## config.mk

```make
export PLATFORM = sky130hd
export DESIGN_NAME = battery_power_policy_core
export DESIGN_NICKNAME = d
export VERILOG_FILES = /design/src/hw/rtl/bpp_pkg.sv /design/src/hw/rtl/battery_power_policy_core.sv
export SDC_FILE = /design/constraint.sdc
export NUM_CORES = 1
export LEC_CHECK = 0
export BUFFER_PORTS_ARGS = -buffer_cell sky130_fd_sc_hd__buf_2
export CAP_MARGIN = 0
export CELL_PAD_IN_SITES_DETAIL_PLACEMENT = 1
export CELL_PAD_IN_SITES_GLOBAL_PLACEMENT = 1
export CORE_ASPECT_RATIO = 1.75
export CORE_MARGIN = 2
export CORE_UTILIZATION = 48
export DETAILED_ROUTE_END_ITERATION = 8
export PLACE_DENSITY = 0.91
export SYNTH_ARGS = -nofsm -noshare
export SYNTH_HDL_FRONTEND = slang
export SYNTH_SLANG_ARGS = --single-unit
export TNS_END_PERCENT = 20
```

## constraint.sdc

```tcl
create_clock -name aclk -period 12.5 [get_ports aclk]
set_input_delay 3.125 -clock aclk [delete_from_list [all_inputs] [get_ports aclk]]
set_output_delay 3.125 -clock aclk [all_outputs]
set_load 0.1 [all_outputs]
```

## src/hw/rtl/bpp_pkg.sv

```systemverilog
// ----------------------------------------------------------------------------
// Battery power policy package
// Shared types, codes and levels for the power policy core and its checker.
// ----------------------------------------------------------------------------
package bpp_pkg;

    typedef enum logic [2:0] {
        EV_PROFILE  = 3'd0,
        EV_AC       = 3'd1,
        EV_CHARGE   = 3'd2,
        EV_FULL     = 3'd3,
        EV_CRITICAL = 3'd4,
        EV_REMINDER = 3'd5
    } event_code_t;

    typedef enum logic [1:0] {
        PROF_SAVER    = 2'd0,
        PROF_BALANCED = 2'd1,
        PROF_PERF     = 2'd2,
        PROF_UNKNOWN  = 2'd3
    } profile_t;

    typedef enum logic [1:0] {
        URG_LOW      = 2'd0,
        URG_NORMAL   = 2'd1,
        URG_CRITICAL = 2'd2,
        URG_NONE     = 2'd3
    } urgency_t;

    typedef enum logic [1:0] {
        CFG_POLICY_ENABLED  = 2'd0,
        CFG_SAVER_MAX       = 2'd1,
        CFG_BALANCED_MAX    = 2'd2,
        CFG_PERFORMANCE_MIN = 2'd3
    } cfg_index_t;

    localparam logic REQ_SAMPLE = 1'b0;
    localparam logic REQ_MINUTE = 1'b1;

    localparam logic [6:0] BRIGHT_SAVER    = 7'd20;
    localparam logic [6:0] BRIGHT_BALANCED = 7'd50;
    localparam logic [6:0] BRIGHT_PERF     = 7'd65;

    localparam logic signed [7:0] CHARGE_LEVEL   = 8'sd80;
    localparam logic signed [7:0] FULL_LEVEL     = 8'sd100;
    localparam logic signed [7:0] CRITICAL_LEVEL = 8'sd20;

    localparam logic [5:0] REMINDER_MINUTES = 6'd20;
    localparam logic [5:0] MINUTES_MAX      = 6'd63;

    localparam logic [6:0] SAVER_LIMIT    = 7'd98;
    localparam logic [6:0] BALANCED_LIMIT = 7'd99;
    localparam logic [6:0] PERF_LIMIT     = 7'd100;

    localparam int unsigned MAX_EVENTS = 4;

    typedef struct packed {
        event_code_t      code;
        profile_t         profile;
        logic [6:0]       brightness;
        urgency_t         urgency;
        logic signed [7:0] capacity;
    } event_t;

    function automatic event_t make_event(event_code_t code, profile_t prof,
                                          logic [6:0] bright, urgency_t urg,
                                          logic signed [7:0] cap);
        event_t e;
        e.code       = code;
        e.profile    = prof;
        e.brightness = bright;
        e.urgency    = urg;
        e.capacity   = cap;
        return e;
    endfunction

endpackage

```

## src/hw/rtl/battery_power_policy_core.sv

```systemverilog
// ----------------------------------------------------------------------------
// Battery power policy core
// Picks a power profile from battery samples, raises an on-AC notice, one-shot
// charge, full and critical alerts and an on-AC reminder, all emitted as ordered words.
// ----------------------------------------------------------------------------
//  channel   direction  handshake            payload
//  s_        in         s_valid / s_ready    req_type, sample_valid, on_battery, capacity
//  m_        out        m_valid / m_ready    event fields, last_event
//  cfg_      in         cfg_valid/cfg_ready  cfg_index, cfg_data
//
//  An accepted word is evaluated combinationally from the input register and its
//  events (up to three) load an event buffer that drains one word per cycle while
//  m_ready is high. A word with events holds the buffer until its last is taken.
//  Input and output sides overlap, so a new word is taken while the last event
//  of the previous one is being handed over.
//  Reset is synchronous, active low; a stalled m_ side holds the buffer.
// ----------------------------------------------------------------------------
module battery_power_policy_core (
    input  logic              aclk,
    input  logic              aresetn,

    input  logic              s_valid,
    output logic              s_ready,
    input  logic              s_req_type,
    input  logic              s_sample_valid,
    input  logic              s_on_battery,
    input  logic signed [7:0] s_capacity,

    output logic              m_valid,
    input  logic              m_ready,
    output logic [2:0]        m_event_code,
    output logic [1:0]        m_profile,
    output logic [6:0]        m_brightness,
    output logic [1:0]        m_urgency,
    output logic signed [7:0] m_event_capacity,
    output logic              m_last_event,

    input  logic              cfg_valid,
    output logic              cfg_ready,
    input  logic [1:0]        cfg_index,
    input  logic [6:0]        cfg_data
);
    import bpp_pkg::*;

    // configuration
    logic       policy_enabled_reg;
    logic [6:0] saver_max_reg;
    logic [6:0] balanced_max_reg;
    logic [6:0] performance_min_reg;

    // input register
    logic              in_valid_reg;
    logic              in_type_reg;
    logic              in_sample_valid_reg;
    logic              in_batt_reg;
    logic signed [7:0] in_cap_reg;

    // policy state
    logic       seen_valid_reg,       seen_valid_next;
    logic       last_batt_reg,        last_batt_next;
    logic [7:0] last_cap_reg,         last_cap_next;
    profile_t   active_profile_reg,   active_profile_next;
    logic       charge_alerted_reg,   charge_alerted_next;
    logic       full_alerted_reg,     full_alerted_next;
    logic       critical_alerted_reg, critical_alerted_next;
    logic [5:0] minutes_reg,          minutes_next;

    // event buffer
    event_t     ev_buf_reg [MAX_EVENTS];
    logic [2:0] ev_cnt_reg;
    logic [1:0] rd_idx_reg;

    event_t     ev_slot [MAX_EVENTS];
    logic [2:0] ev_cnt;

    logic [6:0] s_eff, s_plus1, b_eff, b_plus1, p_eff;
    logic signed [7:0] s_thr, p_thr;
    profile_t   target;
    logic [6:0] bright;
    logic       take, last_take, consume;
    logic [1:0] last_idx;

    assign cfg_ready = 1'b1;

    // effective thresholds, each clamped above the one below
    always_comb begin
        s_eff   = (saver_max_reg > SAVER_LIMIT) ? SAVER_LIMIT : saver_max_reg;
        s_plus1 = s_eff + 7'd1;
        if (balanced_max_reg < s_plus1) begin
            b_eff = s_plus1;
        end else if (balanced_max_reg > BALANCED_LIMIT) begin
            b_eff = BALANCED_LIMIT;
        end else begin
            b_eff = balanced_max_reg;
        end
        b_plus1 = b_eff + 7'd1;
        if (performance_min_reg < b_plus1) begin
            p_eff = b_plus1;
        end else if (performance_min_reg > PERF_LIMIT) begin
            p_eff = PERF_LIMIT;
        end else begin
            p_eff = performance_min_reg;
        end
        s_thr = $signed({1'b0, s_eff});
        p_thr = $signed({1'b0, p_eff});
    end

    always_comb begin
        priority if (!in_batt_reg) begin
            target = PROF_PERF;
            bright = BRIGHT_PERF;
        end else if (in_cap_reg <= s_thr) begin
            target = PROF_SAVER;
            bright = BRIGHT_SAVER;
        end else if (in_cap_reg >= p_thr) begin
            target = PROF_PERF;
            bright = BRIGHT_PERF;
        end else begin
            target = PROF_BALANCED;
            bright = BRIGHT_BALANCED;
        end
    end

    // handshake and buffer control
    assign last_idx  = ev_cnt_reg[1:0] - 2'd1;
    assign m_valid   = (ev_cnt_reg != 3'd0);
    assign take      = m_valid && m_ready;
    assign last_take = take && (rd_idx_reg == last_idx);
    assign consume   = in_valid_reg && (!m_valid || last_take);
    assign s_ready   = !in_valid_reg || consume;

    // event evaluation and next state
    always_comb begin
        logic flipped;
        logic cap_changed;
        urgency_t prof_urg;

        seen_valid_next       = seen_valid_reg;
        last_batt_next        = last_batt_reg;
        last_cap_next         = last_cap_reg;
        active_profile_next   = active_profile_reg;
        charge_alerted_next   = charge_alerted_reg;
        full_alerted_next     = full_alerted_reg;
        critical_alerted_next = critical_alerted_reg;
        minutes_next          = minutes_reg;
        ev_cnt                = 3'd0;
        for (int i = 0; i < MAX_EVENTS; i++) begin
            ev_slot[i] = '0;
        end
        flipped     = (in_batt_reg != last_batt_reg);
        cap_changed = (in_cap_reg != $signed(last_cap_reg));
        prof_urg    = (in_batt_reg && (in_cap_reg <= s_thr)) ? URG_CRITICAL : URG_LOW;

        if (in_type_reg == REQ_MINUTE) begin
            if (minutes_reg != MINUTES_MAX) begin
                minutes_next = minutes_reg + 6'd1;
            end
        end else if (in_sample_valid_reg) begin
            if (!seen_valid_reg) begin
                // first usable read: apply the profile with URG_NONE and raise no alerts
                if (policy_enabled_reg && (active_profile_reg != target)) begin
                    active_profile_next = target;
                    ev_slot[ev_cnt[1:0]] = make_event(EV_PROFILE, target, bright,
                                                      URG_NONE, in_cap_reg);
                    ev_cnt = ev_cnt + 3'd1;
                end
                if (!in_batt_reg) begin
                    minutes_next = '0;
                end
            end else if (flipped || cap_changed) begin
                if (flipped) begin
                    minutes_next = '0;
                    if (!in_batt_reg) begin
                        critical_alerted_next = 1'b0;
                        ev_slot[ev_cnt[1:0]] = make_event(EV_AC, PROF_SAVER, 7'd0,
                                                          URG_LOW, in_cap_reg);
                        ev_cnt = ev_cnt + 3'd1;
                    end else begin
                        charge_alerted_next = 1'b0;
                        full_alerted_next   = 1'b0;
                    end
                end
                if (policy_enabled_reg && (active_profile_reg != target)) begin
                    active_profile_next = target;
                    ev_slot[ev_cnt[1:0]] = make_event(EV_PROFILE, target, bright,
                                                      prof_urg, in_cap_reg);
                    ev_cnt = ev_cnt + 3'd1;
                end
                if (!in_batt_reg) begin
                    if (!charge_alerted_next && (in_cap_reg >= CHARGE_LEVEL)
                        && (in_cap_reg < FULL_LEVEL)) begin
                        charge_alerted_next = 1'b1;
                        ev_slot[ev_cnt[1:0]] = make_event(EV_CHARGE, PROF_SAVER, 7'd0,
                                                          URG_NORMAL, in_cap_reg);
                        ev_cnt = ev_cnt + 3'd1;
                    end
                    if (!full_alerted_next && (in_cap_reg >= FULL_LEVEL)) begin
                        full_alerted_next = 1'b1;
                        ev_slot[ev_cnt[1:0]] = make_event(EV_FULL, PROF_SAVER, 7'd0,
                                                          URG_NORMAL, in_cap_reg);
                        ev_cnt = ev_cnt + 3'd1;
                    end
                    if ((in_cap_reg >= CHARGE_LEVEL) && (minutes_next >= REMINDER_MINUTES)) begin
                        minutes_next = '0;
                        ev_slot[ev_cnt[1:0]] = make_event(EV_REMINDER, PROF_SAVER, 7'd0,
                                                          URG_NORMAL, in_cap_reg);
                        ev_cnt = ev_cnt + 3'd1;
                    end
                end else if (!critical_alerted_reg && (in_cap_reg <= CRITICAL_LEVEL)) begin
                    critical_alerted_next = 1'b1;
                    ev_slot[ev_cnt[1:0]] = make_event(EV_CRITICAL, PROF_SAVER, 7'd0,
                                                      URG_CRITICAL, in_cap_reg);
                    ev_cnt = ev_cnt + 3'd1;
                end
            end else if (!in_batt_reg) begin
                if ((in_cap_reg >= CHARGE_LEVEL) && (minutes_reg >= REMINDER_MINUTES)) begin
                    minutes_next = '0;
                    ev_slot[ev_cnt[1:0]] = make_event(EV_REMINDER, PROF_SAVER, 7'd0,
                                                      URG_NORMAL, in_cap_reg);
                    ev_cnt = ev_cnt + 3'd1;
                end
            end
            seen_valid_next = 1'b1;
            last_batt_next  = in_batt_reg;
            last_cap_next   = in_cap_reg;
        end
    end

    // configuration registers
    always_ff @(posedge aclk) begin
        if (!aresetn) begin
            policy_enabled_reg  <= 1'b1;
            saver_max_reg       <= 7'd20;
            balanced_max_reg    <= 7'd59;
            performance_min_reg <= 7'd60;
        end else if (cfg_valid && cfg_ready) begin
            unique case (cfg_index_t'(cfg_index))
                CFG_POLICY_ENABLED:  policy_enabled_reg  <= cfg_data[0];
                CFG_SAVER_MAX:       saver_max_reg       <= cfg_data;
                CFG_BALANCED_MAX:    balanced_max_reg    <= cfg_data;
                CFG_PERFORMANCE_MIN: performance_min_reg <= cfg_data;
                default: ;
            endcase
        end
    end

    // input register
    always_ff @(posedge aclk) begin
        if (!aresetn) begin
            in_valid_reg <= 1'b0;
        end else if (s_ready) begin
            in_valid_reg <= s_valid;
        end
    end

    always_ff @(posedge aclk) begin
        if (s_valid && s_ready) begin
            in_type_reg         <= s_req_type;
            in_sample_valid_reg <= s_sample_valid;
            in_batt_reg         <= s_on_battery;
            in_cap_reg          <= s_capacity;
        end
    end

    // policy state
    always_ff @(posedge aclk) begin
        if (!aresetn) begin
            seen_valid_reg       <= 1'b0;
            last_batt_reg        <= 1'b0;
            last_cap_reg         <= 8'hFF;
            active_profile_reg   <= PROF_UNKNOWN;
            charge_alerted_reg   <= 1'b0;
            full_alerted_reg     <= 1'b0;
            critical_alerted_reg <= 1'b0;
            minutes_reg          <= '0;
        end else if (consume) begin
            seen_valid_reg       <= seen_valid_next;
            last_batt_reg        <= last_batt_next;
            last_cap_reg         <= last_cap_next;
            active_profile_reg   <= active_profile_next;
            charge_alerted_reg   <= charge_alerted_next;
            full_alerted_reg     <= full_alerted_next;
            critical_alerted_reg <= critical_alerted_next;
            minutes_reg          <= minutes_next;
        end
    end

    // event buffer control
    always_ff @(posedge aclk) begin
        if (!aresetn) begin
            ev_cnt_reg <= '0;
            rd_idx_reg <= '0;
        end else if (consume) begin
            ev_cnt_reg <= ev_cnt;
            rd_idx_reg <= '0;
        end else if (last_take) begin
            ev_cnt_reg <= '0;
            rd_idx_reg <= '0;
        end else if (take) begin
            rd_idx_reg <= rd_idx_reg + 2'd1;
        end
    end

    always_ff @(posedge aclk) begin
        if (consume) begin
            for (int i = 0; i < MAX_EVENTS; i++) begin
                ev_buf_reg[i] <= ev_slot[i];
            end
        end
    end

    assign m_event_code     = ev_buf_reg[rd_idx_reg].code;
    assign m_profile        = ev_buf_reg[rd_idx_reg].profile;
    assign m_brightness     = ev_buf_reg[rd_idx_reg].brightness;
    assign m_urgency        = ev_buf_reg[rd_idx_reg].urgency;
    assign m_event_capacity = ev_buf_reg[rd_idx_reg].capacity;
    assign m_last_event     = (rd_idx_reg == last_idx);

endmodule

```

==> flow_metrics.env <==
export IMPL_status="completed"
export IMPL_max_cap_viol_count=0
export IMPL_grt_pass1_wl_um=34900
export IMPL_synth_area_um2=7390
export IMPL_worst_ir_drop_vdd_mv=0.0962
export IMPL_clock_sinks=122
export IMPL_max_freq_mhz=94.2
export IMPL_skew_ns=0.00820
export IMPL_synth_cells=762
export IMPL_synth_net_count=831
export IMPL_wl_met3_um=753
export IMPL_num_rows=60
export IMPL_dp_hpwl_um=15500
export IMPL_drive_gt1_frac=0.158
export IMPL_min_period_over_period=0.849
export IMPL_cts_tree="yes"
export IMPL_critPathMostFrequentCell="ha_1"
export IMPL_ys_ff_latch=122
export IMPL_seq_area_frac_synth=0.426
export IMPL_h_tree_depth=4
export IMPL_hold_violations=0
export IMPL_cp_required_ns=12.63
export IMPL_report_final_slew_viol_count=0
export IMPL_finalCriticalPeriod_ns=10.61
export IMPL_worst_slack_ns=1.89
export IMPL_synth_top_area_cell="edfxtp_1"
export IMPL_post_cts_setup_buffer_count=0
export IMPL_clkTransAtPathRegs_ns=0.06
export IMPL_gp_congestion=0.945
export IMPL_fin_tns_setup_ns=0
export IMPL_cts_resized=0
export IMPL_via_per_inst=6.21
export IMPL_postRouteAntennaNets=0
export IMPL_cts_hold_buffers=0
export IMPL_async_reset_ff_frac=0
export IMPL_drtPass1Iterations=5
export IMPL_path_class="reg2reg"
export IMPL_wl_per_cell_um=21.6
export IMPL_die_area_um2=16500
export IMPL_finalPower_mw=1.16
export IMPL_cts_made_buffers=17
export IMPL_core_um2=15200
export IMPL_r2r_slack_ns=1.89
export IMPL_die_x_um=97.8
export IMPL_synthToLayoutAreaGrowth_pct=12.7
export IMPL_grt_pass1_vias=6862
export IMPL_io_buffer_count=48
export IMPL_hold_path_class="reg2reg"
export IMPL_worst_path_max_fanout=14
export IMPL_vias=6182
export IMPL_largest_register_ffs=60
export IMPL_yosysUniqueCellTypes=78
export IMPL_max_stage_delay_ns=0.77
export IMPL_drt_wl_total_um=21500
export IMPL_cp_arrival_ns=10.74
export IMPL_wl_met1_um=7400
export IMPL_overflow=0
export IMPL_rsz0062_at_grt="false"
export IMPL_highest_layer="met4"
export IMPL_pre_cts_ws_ns=2.27
export IMPL_drt_iter0_markers=340
export IMPL_tightest_slew_ns=0.892
export IMPL_synth_edf_count=71
export IMPL_antenna_found_initial=0
export IMPL_num_io_pins=51
export IMPL_synth_ff_type="edfxtp_1"
export IMPL_track_usage=0.272
export IMPL_num_nets_final=866
export IMPL_crit_slowest_cell="fa_1"
export IMPL_start_kind="register"
export IMPL_fin_util=0.547
export IMPL_setup_violations=0
export IMPL_yosysWarnings=0
export IMPL_r2r_start="saver_max_reg[5]"
export IMPL_clk_insertion_delay_late_ns=0.43
export IMPL_netlist_area_leader_share=0.288
export IMPL_min_delay_start="ev_cnt_reg[1]"
export IMPL_critPathLaunch="saver_max_reg[5]"
export IMPL_syn_avg_cell_area_um2=9.70
export IMPL_clockBufferDepth=2
export IMPL_drc=0
export IMPL_p_leak_nw=3.25
export IMPL_route_met2_wl_um=11900
export IMPL_n_antenna_cell=0
export IMPL_p_per_area_nw_per_um2=140
export IMPL_cts_root_buf="clkbuf_16"
export IMPL_start_util=0.485
export IMPL_dieHeight_um=168
export IMPL_slew_headroom=0.404
export IMPL_synthTopCellsByArea="edfxtp_1 29%, dfxtp_1 14%, ha_1 7.3%"
export IMPL_grt_max_degree=66
export IMPL_cp_end_kind="register"
==> logic make-up after synthesis <==
kind of cell             share of synthesized area
buffers and inverters                       0.0462
adder cells (fa/ha/maj)                     0.0773
AND/OR/NAND/NOR                              0.178
other                                      0.00102
AO/OA/AOI/OAI                                0.173
XOR/XNOR                                    0.0261
flip-flops                                   0.426
multiplexers                                0.0724
==> final timing paths <==
path	end	cells after the start
worst max-delay path	ev_buf_reg[1][4]	35
worst min-delay path	ev_cnt_reg[1]	2
worst max register to register	ev_buf_reg[1][4]	35
worst min register to register	ev_cnt_reg[1]	2
==> cells in the mapped netlist (3+ instances only) <==
cell	n
a211o_1	4
a211oi_1	14
a21boi_2	3
a21o_1	7
a21oi_1	48
a221oi_1	4
a31oi_1	5
a32oi_1	4
and2_1	8
and3_1	12
buf_1	5
buf_2	3
buf_4	8
clkbuf_1	18
dfxtp_1	51
edfxtp_1	71
ha_1	43
inv_1	44
mux2_4	4
mux2i_1	16
mux4_2	13
nand2_1	93
nand2b_1	11
nand3_1	22
nand4_1	4
nor2_1	66
nor2b_1	13
nor3_1	28
nor3b_1	6
o211ai_1	13
o21a_1	3
o21ai_0	29
o21ai_1	5
o21bai_1	3
o31ai_1	5
or2_2	4
xnor2_1	17
xor2_1	5
==> metrics by stage <==
stage	std cells	area, um2	hold WS [ns]
6_report	996	8330	0.485
5_1_grt	996	8330	0.536
4_1_cts	996	8330	0.492
3_5_place_dp	964	7720	0.482
3_3_place_gp	964	7720	0.470
2_1_floorplan	762	7390	0.442
==> critical path: cells and delay by family, from the launching register on <==
kind,cells,cell delay [ns]
compound gates,12,3.79
fa+ha+maj,8,2.59
buf+inv,4,0.61
flops,1,0.59
mux,4,1.24
simple gates,7,1.50
==> layer usage <==
| metal | global-route usage | vias up |
|---|---|---|
| met5 | 0 | - |
| met4 | 0.176 | 0 |
| met3 | 0.0494 | 104 |
| met2 | 0.519 | 205 |
| met1 | 0.259 | 3021 |
| li1 | - | 2852 |
==> cells in the final DEF, fill, tap and decap left out, types with 13 or more instances in the layout <==
cell | synthesis | routed
o21ai_0 | 29 | 29
nand3_1 | 22 | 22
mux4_2 | 13 | 13
buf_2 | 3 | 48
o211ai_1 | 13 | 13
a211oi_1 | 14 | 14
xnor2_1 | 17 | 17
inv_1 | 44 | 44
nor3_1 | 28 | 28
edfxtp_1 | 71 | 71
nor2_1 | 66 | 66
ha_1 | 43 | 43
nor2b_1 | 13 | 13
mux2i_1 | 16 | 16
clkbuf_16 | 0 | 17
a21oi_1 | 48 | 48
nand2_1 | 93 | 93
dfxtp_1 | 51 | 51
==> cell type report <==
cell class / instances / area, um2
fill: 1728 / 6910
multi-input combinational: 560 / 3900
sequential: 122 / 3150
clock buffer: 17 / 425
timing repair buffer: 51 / 263
tap: 186 / 233
clock inverter: 15 / 190
inverter: 45 / 169
==> where the power goes <==
group / internal (mW) / switching (mW) / leakage (nW)
sequential: 0.440 / 0.0139 / 1.13
combinational: 0.0664 / 0.129 / 1.84
clock: 0.317 / 0.198 / 0.293
No activity file was read; power rests on OpenSTA's default activity.
